**src/rtl/core/linear_regression_gradient_descent_core_assert.svh**
```systemverilog
// Assertion macros for the regression core
`ifndef LINEAR_REGRESSION_GRADIENT_DESCENT_CORE_ASSERT_SVH
`define LINEAR_REGRESSION_GRADIENT_DESCENT_CORE_ASSERT_SVH
// implication checked every clock outside reset
`define LRGD_ASSERT_IMP(label, ante, cons) \
    label: assert property (@(posedge clk) disable iff (!rst_n) (ante) |-> (cons)) \
        else $error("implication failed");
// next-cycle implication
`define LRGD_ASSERT_NXT(label, ante, cons) \
    label: assert property (@(posedge clk) disable iff (!rst_n) (ante) |=> (cons)) \
        else $error("assertion failed");
`endif

```
**src/rtl/core/lrgd_div.sv**
```systemverilog
// ----------------------------------------------------------------------------
// lrgd_div
// Restoring divider, one quotient bit per cycle, truncates toward zero.
// ----------------------------------------------------------------------------
module lrgd_div #(
    parameter int NW = 17
) (
    input  logic                clk,
    input  logic                rst_n,
    input  logic                start,
    input  logic signed [63:0]  dividend,
    input  logic [NW-1:0]       divisor,
    output logic                done,
    output logic signed [63:0]  quotient
);
    logic [63:0] quo_reg, quo_next;
    logic [NW:0] rem_reg, rem_next;
    logic [6:0]  cnt_reg, cnt_next;
    logic        neg_reg, neg_next;
    logic        busy_reg, busy_next;
    logic [NW:0] trial;

    // shift-subtract step
    always_comb
    begin
        quo_next  = quo_reg;
        rem_next  = rem_reg;
        cnt_next  = cnt_reg;
        neg_next  = neg_reg;
        busy_next = busy_reg;
        trial     = {rem_reg[NW-1:0], quo_reg[63]};
        done      = 1'b0;
        if (start)
        begin
            busy_next = 1'b1;
            neg_next  = dividend[63];
            quo_next  = dividend[63] ? 64'(-dividend) : 64'(dividend);
            rem_next  = '0;
            cnt_next  = 7'd0;
        end
        else if (busy_reg)
        begin
            if (trial >= {1'b0, divisor})
            begin
                rem_next = trial - {1'b0, divisor};
                quo_next = {quo_reg[62:0], 1'b1};
            end
            else
            begin
                rem_next = trial;
                quo_next = {quo_reg[62:0], 1'b0};
            end
            cnt_next = cnt_reg + 7'd1;
            if (cnt_reg == 7'd63)
            begin
                busy_next = 1'b0;
                done      = 1'b1;
            end
        end
    end
    assign quotient = neg_reg ? -$signed(quo_next) : $signed(quo_next);

    always_ff @(posedge clk or negedge rst_n)
    begin
        if (!rst_n)
        begin
            busy_reg <= 1'b0;
            cnt_reg  <= '0;
        end
        else
        begin
            busy_reg <= busy_next;
            cnt_reg  <= cnt_next;
        end
    end

    always_ff @(posedge clk)
    begin
        quo_reg <= quo_next;
        rem_reg <= rem_next;
        neg_reg <= neg_next;
    end
endmodule
```
**config.mk**
```make
export PLATFORM = sky130hd
export DESIGN_NAME = lrgd_div
export DESIGN_NICKNAME = d
export VERILOG_FILES = /design/src/rtl/core/linear_regression_gradient_descent_core_assert.svh /design/src/rtl/core/lrgd_div.sv
export SDC_FILE = /design/constraint.sdc
export NUM_CORES = 1
export LEC_CHECK = 0
export ABC_AREA = 1
export ABC_CLOCK_PERIOD_IN_PS = 5690
export BUFFER_PORTS_ARGS = -buffer_cell sky130_fd_sc_hd__buf_2
export CORE_ASPECT_RATIO = 1.1
export CORE_MARGIN = 2
export CORE_UTILIZATION = 59
export CTS_BUF_LIST = sky130_fd_sc_hd__clkbuf_16
export DETAILED_ROUTE_END_ITERATION = 10
export HOLD_SLACK_MARGIN = 0.12
export PLACE_DENSITY = 0.83
export REMOVE_ABC_BUFFERS = 1
export SETUP_SLACK_MARGIN = 0.2
export SLEW_MARGIN = 20
export SYNTH_ARGS = -nofsm -noshare
export SYNTH_HDL_FRONTEND = slang
export SYNTH_SLANG_ARGS = --single-unit
```
**constraint.sdc**
```tcl
create_clock -name clk -period 5.69 [get_ports clk]
set_input_delay 1.138 -clock clk [delete_from_list [all_inputs] [get_ports clk]]
set_output_delay 1.138 -clock clk [all_outputs]
set_load 0.005 [all_outputs]
```
Yosys cells after proc, flatten, opt, wreduce, memory -nomap -nowiden
Cells that the tools add are included.
{"block": "totals", "ff_bits": 90, "latchBits": 0, "ramBits": 0, "rom_bits": 0, "input_bits": 84, "elab_cells": 26, "memories": 0}
{"block": "op_classes", "add_sub_neg": 4, "mul": 0, "n_div": 0, "order_cmp": 1, "eq_ne": 1, "n_shift": 0, "mux": 14, "n_bitwise": 0, "reduce_logical": 1}
{"cell": "64-bit 2-to-1 mux", "n": 4}
{"cell": "64-bit negation", "n": 2}
{"cell": "18-bit by 17-bit greater-or-equal comparator with 1-bit output", "n": 1}
{"cell": "17-bit 2-to-1 mux", "n": 1}
{"cell": "17-bit subtractor", "n": 1}
{"cell": "7-bit 2-to-1 mux", "n": 2}
{"cell": "7-bit by 1-bit adder with 7-bit output (second input constant)", "n": 1}
{"cell": "7-bit by 6-bit equality test with 1-bit output (second input constant)", "n": 1}
{"cell": "1-bit 2-to-1 mux", "n": 7}
{"cell": "2-bit nonzero test", "n": 1}

Longest topological paths before layout
{"block": "logic_depth", "word_depth": 6, "ltp_mapped": 30, "depth_no_buf": 30}

Worst setup path after synthesis
Ideal clock, no wire load.
{"block": "synth_timing", "kind": "input -> output", "from": "in divisor[7]", "to": "out quotient[42]", "t_arrival_ns": 3.832, "slack_ns": 0.720, "stages": 25, "n_path_buf": 0, "cell_sequence": "inv_1 -> ha_1 -> a21o_1 -> a21oi_1 -> nand3_1 -> nand2_1 -> nand2_2 -> nand2_1 -> nand2_1 -> inv_1 -> ha_1 -> inv_1 -> a21oi_2 -> nand2_2 -> nor2_2 -> nand2_1 -> nor2_2 -> nand2_1 -> nor2_2 -> nand3_1 -> nand2_2 -> nand3_4 -> nor2_4 -> xor2_1 -> inv_1"}
{"block": "synth_between", "elab_chain_len": 6}
{"item": "start: declaration", "line_no": "lrgd_div.sv:12", "source": "input logic [NW-1:0] divisor,"}
{"item": "18-bit by 17-bit greater-or-equal comparator with 1-bit output", "line_no": "lrgd_div.sv:43", "source": "if (trial >= {1'b0, divisor})"}
{"item": "1-bit 2-to-1 mux", "line_no": "lrgd_div.sv:43"}
{"item": "64-bit 2-to-1 mux", "line_no": "lrgd_div.sv:41", "source": "else if (busy_reg)"}
{"item": "64-bit 2-to-1 mux", "line_no": "lrgd_div.sv:33", "source": "if (start)"}
{"item": "net quo_next[0]", "line_no": "lrgd_div.sv:16", "source": "logic [63:0] quo_reg, quo_next;"}
{"item": "64-bit negation", "line_no": "lrgd_div.sv:61", "source": "assign quotient = neg_reg ? -$signed(quo_next) : $signed(quo_next);"}
{"item": "64-bit 2-to-1 mux", "line_no": "lrgd_div.sv:61"}
{"item": "end: declaration", "line_no": "lrgd_div.sv:14", "source": "output logic signed [63:0] quotient"}
The timed path passes the listed nets, and every way through them passes these cells.

Worst setup path after layout
{"block": "layout_timing", "from": "in divisor[11]", "to": "out quotient[42]"}
{"block": "layout_between", "elab_chain_len": 6}
{"item": "18-bit by 17-bit greater-or-equal comparator with 1-bit output", "line_no": "lrgd_div.sv:43"}
{"item": "1-bit 2-to-1 mux", "line_no": "lrgd_div.sv:43"}
{"item": "64-bit 2-to-1 mux", "line_no": "lrgd_div.sv:41"}
{"item": "64-bit 2-to-1 mux", "line_no": "lrgd_div.sv:33"}
{"item": "64-bit negation", "line_no": "lrgd_div.sv:61"}
{"item": "64-bit 2-to-1 mux", "line_no": "lrgd_div.sv:61"}
Every way passes these cells.

==> PnR_summary.wiki <==
{| class="wikitable"
! Metric !! Value
|-
| Outcome || completed
|-
| Worst min path class || flop to flop
|-
| Register area share after synthesis || 19.5%
|-
| Arrival time at the worst endpoint || 4.16 ns
|-
| Post-synthesis instance area || 9520 sq um
|-
| Part of the total power dissipated in combinational logic || 51.3%
|-
| Skew final || 0.00729 ns
|-
| Fin. max-slew vios || 0
|-
| Via density per instance || 5.58
|-
| Number of antenna violations at the first check in global routing || 0
|-
| Max Cap Violations || 0
|-
| Final-layout fill cell count || 1469
|-
| # nets final || 1934
|-
| Worst max-slew margin expressed relative to the limit || 62.7%
|-
| Leakage power || 5.59 nW
|-
| GRT Overall Usage || 35.8%
|-
| Most frequently used cell type in the post-synthesis netlist || sky130_fd_sc_hd__nand2_1
|-
| Antenna Nets Post-Route || 0
|-
| Number of clock sinks || 90
|-
| Maximum fanout encountered on the critical timing path || 5
|-
| Post-DP HPWL || 25100 um
|-
| PortBufs || 148
|-
| Largest net degree at the start of global routing || 85
|-
| CTS Root Cell || sky130_fd_sc_hd__clkbuf_16
|-
| Met3 wire length || 1990 um
|-
| Ys async rst share || 8.89%
|-
| Flip-flop count of the largest register, all copies and words added || 64
|-
| Number of different library cells in the post-synthesis netlist || 48
|-
| IO Pins || 149
|-
| Num CTS Buffers || 9
|-
| Initial DRT Pass Iterations || 6
|-
| Iteration-0 DRC count of the detailed router || 1131
|-
| Most used flip-flop cell after synthesis || sky130_fd_sc_hd__dfxtp_1
|-
| Switching Power || 1.25 mW
|-
| Via count of the first global-routing pass || 10200
|-
| Wire length on met2 || 14800 um
|-
| Post-synthesis cell count || 1691
|-
| CTS tree || yes
|-
| First-pass GRT wire length || 49400 um
|-
| Area of the core region || 15700 sq um
|-
| Synth Register Bits || 90
|-
| Most area-consuming cells after synthesis || sky130_fd_sc_hd__nand2_1, sky130_fd_sc_hd__dfxtp_1, sky130_fd_sc_hd__nor2_1
|-
| Area post-placement || 10400 sq um
|-
| Element type at the critical path start || input port
|-
| Die width || 125 um
|-
| Required time at the endpoint of the critical path || 4.55 ns
|-
| Final antenna diode count || 0
|-
| Cell type contributing the most total cell area after synthesis || sky130_fd_sc_hd__nand2_1
|-
| Floorplan die area || 17200 sq um
|-
| Number of warning messages in the yosys log || 0
|-
| Fraction of power consumed by sequential logic || 29.1%
|-
| Final-report hold violation count || 0
|-
| Crit. End Element || primary output
|-
| Area share of the largest cell type after synthesis || 19.9%
|-
| Top layer in use || met4
|-
| Final critical-path setup slack || 0.390 ns
|-
| Share of total power consumed by net switching || 43.1%
|-
| Category of the most critical setup path || input port to primary output
|-
| Later-pin clock latency in the skew report || 0.36 ns
|-
| Average cell area after synthesis || 5.63 sq um
|-
| Count of flip-flops with a built-in enable after synthesis || 1
|-
| Die Y || 137 um
|-
| Maximum VDD drop || 0.227 mV
|-
| CTS clk-pin slew, worst paths || 0.06 ns
|-
| Maximum level of the CTS H-tree || 3
|-
| Number of cell rows || 48
|-
| Remaining DRCs || 0
|-
| Internal || 1.64 mW
|-
| Slew at the pin closest to its max-slew limit || 0.559 ns
|-
| Pwr per Cell Area || 262 nW/um^2
|-
| Peak clock frequency supported by timing || 189 MHz
|-
| Routed vias || 11400
|-
| Most instantiated cells after synthesis || sky130_fd_sc_hd__nand2_1, sky130_fd_sc_hd__nor2_1, sky130_fd_sc_hd__inv_1
|-
| Starting utilization of the core area || 60.5%
|-
| CTS Buffer Depth || 2
|-
| Post-Route WL || 31500 um
|-
| Share of cells above drive strength 1 || 18.3%
|-
| Setup TNS Final || 0 ns
|-
| Hold Buf Count CTS || 0
|-
| Final Wtd Congestion || 1.03
|-
| Clock network fraction of total power || 19.6%
|-
| Sum of overflow across all layers after global routing || 0
|-
| Finish-stage setup viols || 0
|-
| Setup Slack @ Placement || 0.0843 ns
|-
| Final period util || 93.1%
|-
| Design Area, Final || 11000 sq um
|-
| Wirelength per Cell || 15.5 um
|-
| Time the worst path needs with I/O delays and setup || 5.30 ns
|-
| Synth-to-Final Area Change || 15.9%
|-
| Unrepaired setup endpoints after global routing || false
|-
| Routed met1 length || 13200 um
|}
[cells in the final DEF (no fill, tap or decap), drive strengths merged]
cell      count
nor3         10
a21boi        1
o22ai        17
edfxtp        1
o21ai        68
and2          2
buf         173
clkinvlp      1
nor2        279
dfxtp        81
nand4        27
o31ai         1
dfrtp         8
nand2       533
clkinv        4
fa            1
o21bai        3
a32o          5
o22a          1
nand3       165
a22oi        42
o21a          3
a22o          2
clkbuf       10
nand3b       14
a21oi        39
a31oi         3
xnor2        10
xor2         48
ha           20
a21o          5
inv         257
[layer usage]
| metal | global-route usage [%] | vias to the layer above |
|---|---|---|
| met1 | 45.0 | 5112 |
| met2 | 61.8 | 504 |
| li1 | - | 5645 |
| met3 | 4.00 | 95 |
| met4 | 17.4 | 0 |
| met5 | 0 | - |
[power by group through the flow]
stage                     clock network (mW)  logic [mW]  registers, mW
after global placement                     0        1.27          0.825
after global routing                   0.599        1.64          0.850
after detailed placement                   0        1.30          0.830
final                                  0.565        1.48          0.840
after CTS                              0.573        1.31          0.819
after floorplan                            0       0.908          0.812
[layout make-up]
type,instances,area (sq um),share of cell area (%)
Tap cell,200,250,2.27
Inverter,255,958,8.69
Clock buffer,9,225,2.04
Sequential cell,90,1850,16.8
Clock inverter,7,52.6,0.477
Timing Repair Buffer,174,951,8.62
Multi-Input combinational cell,1299,6740,61.1
[cell families after synthesis]
group / share of synthesized area, %
simple gates: 47.1
buf+inv: 12.7
compound gates: 12.5
flops: 19.5
xor+xnor: 5.34
fa+ha+maj: 2.84
[path summary, 6_finish.rpt]
kind,startpoint,to,slack [ns],depth (start not counted)
min in group asynchronous,rst_n,cnt_reg[4],0.62,1
max in group asynchronous,rst_n,cnt_reg[6],4.90,1
worst max-delay path,divisor[11],quotient[42],0.39,27
worst min register to register,cnt_reg[5],cnt_reg[5],0.49,1
worst max register to register,quo_reg[63],rem_reg[7],3.03,12
worst min-delay path,cnt_reg[5],cnt_reg[5],0.49,1
[worst max-delay path, stage by stage]
cell and delay, ns:
sky130_fd_sc_hd__buf_2 0.10, sky130_fd_sc_hd__inv_2 0.06, sky130_fd_sc_hd__ha_4 0.21, sky130_fd_sc_hd__a21o_1 0.21, sky130_fd_sc_hd__a21oi_2 0.16, sky130_fd_sc_hd__nor2_1 0.06
sky130_fd_sc_hd__nor2_1 0.11, sky130_fd_sc_hd__nand2_2 0.09, sky130_fd_sc_hd__nand2_4 0.08, sky130_fd_sc_hd__nand2_4 0.07, sky130_fd_sc_hd__inv_2 0.08, sky130_fd_sc_hd__ha_4 0.13
sky130_fd_sc_hd__inv_2 0.04, sky130_fd_sc_hd__a21oi_4 0.13, sky130_fd_sc_hd__nand2_2 0.07, sky130_fd_sc_hd__nor2_2 0.10, sky130_fd_sc_hd__nand2_1 0.07, sky130_fd_sc_hd__nor2_2 0.15
sky130_fd_sc_hd__nand2_1 0.10, sky130_fd_sc_hd__nor2_2 0.13, sky130_fd_sc_hd__nand3_2 0.09, sky130_fd_sc_hd__nand2_4 0.12, sky130_fd_sc_hd__nand3_4 0.10, sky130_fd_sc_hd__nor2_4 0.22
sky130_fd_sc_hd__xor2_2 0.17, sky130_fd_sc_hd__inv_1 0.06, sky130_fd_sc_hd__buf_2 0.12
[per-stage QoR]
stage / hold slack [ns] / cells / power (mW) / utilization, %
2_1_floorplan: 0.445 / 1644 / 1.72 / -
6_report: 0.495 / 2034 / 2.89 / 70.1
3_3_place_gp: 0.469 / 2007 / 2.09 / 66.0
3_5_place_dp: 0.472 / 2007 / 2.13 / 66.0
4_1_cts: 0.490 / 2023 / 2.70 / 67.9
5_1_grt: 0.521 / 2034 / 3.09 / 70.1
[timing repair]
action                                  in CTS  in global routing
endpoints found under the setup margin      14                 22
endpoints found under the hold margin        0                  0
gates resized for setup                      3                 49
buffers inserted                             0                 11
pin swaps                                    1                 19
(Power assumes the default switching activity.)
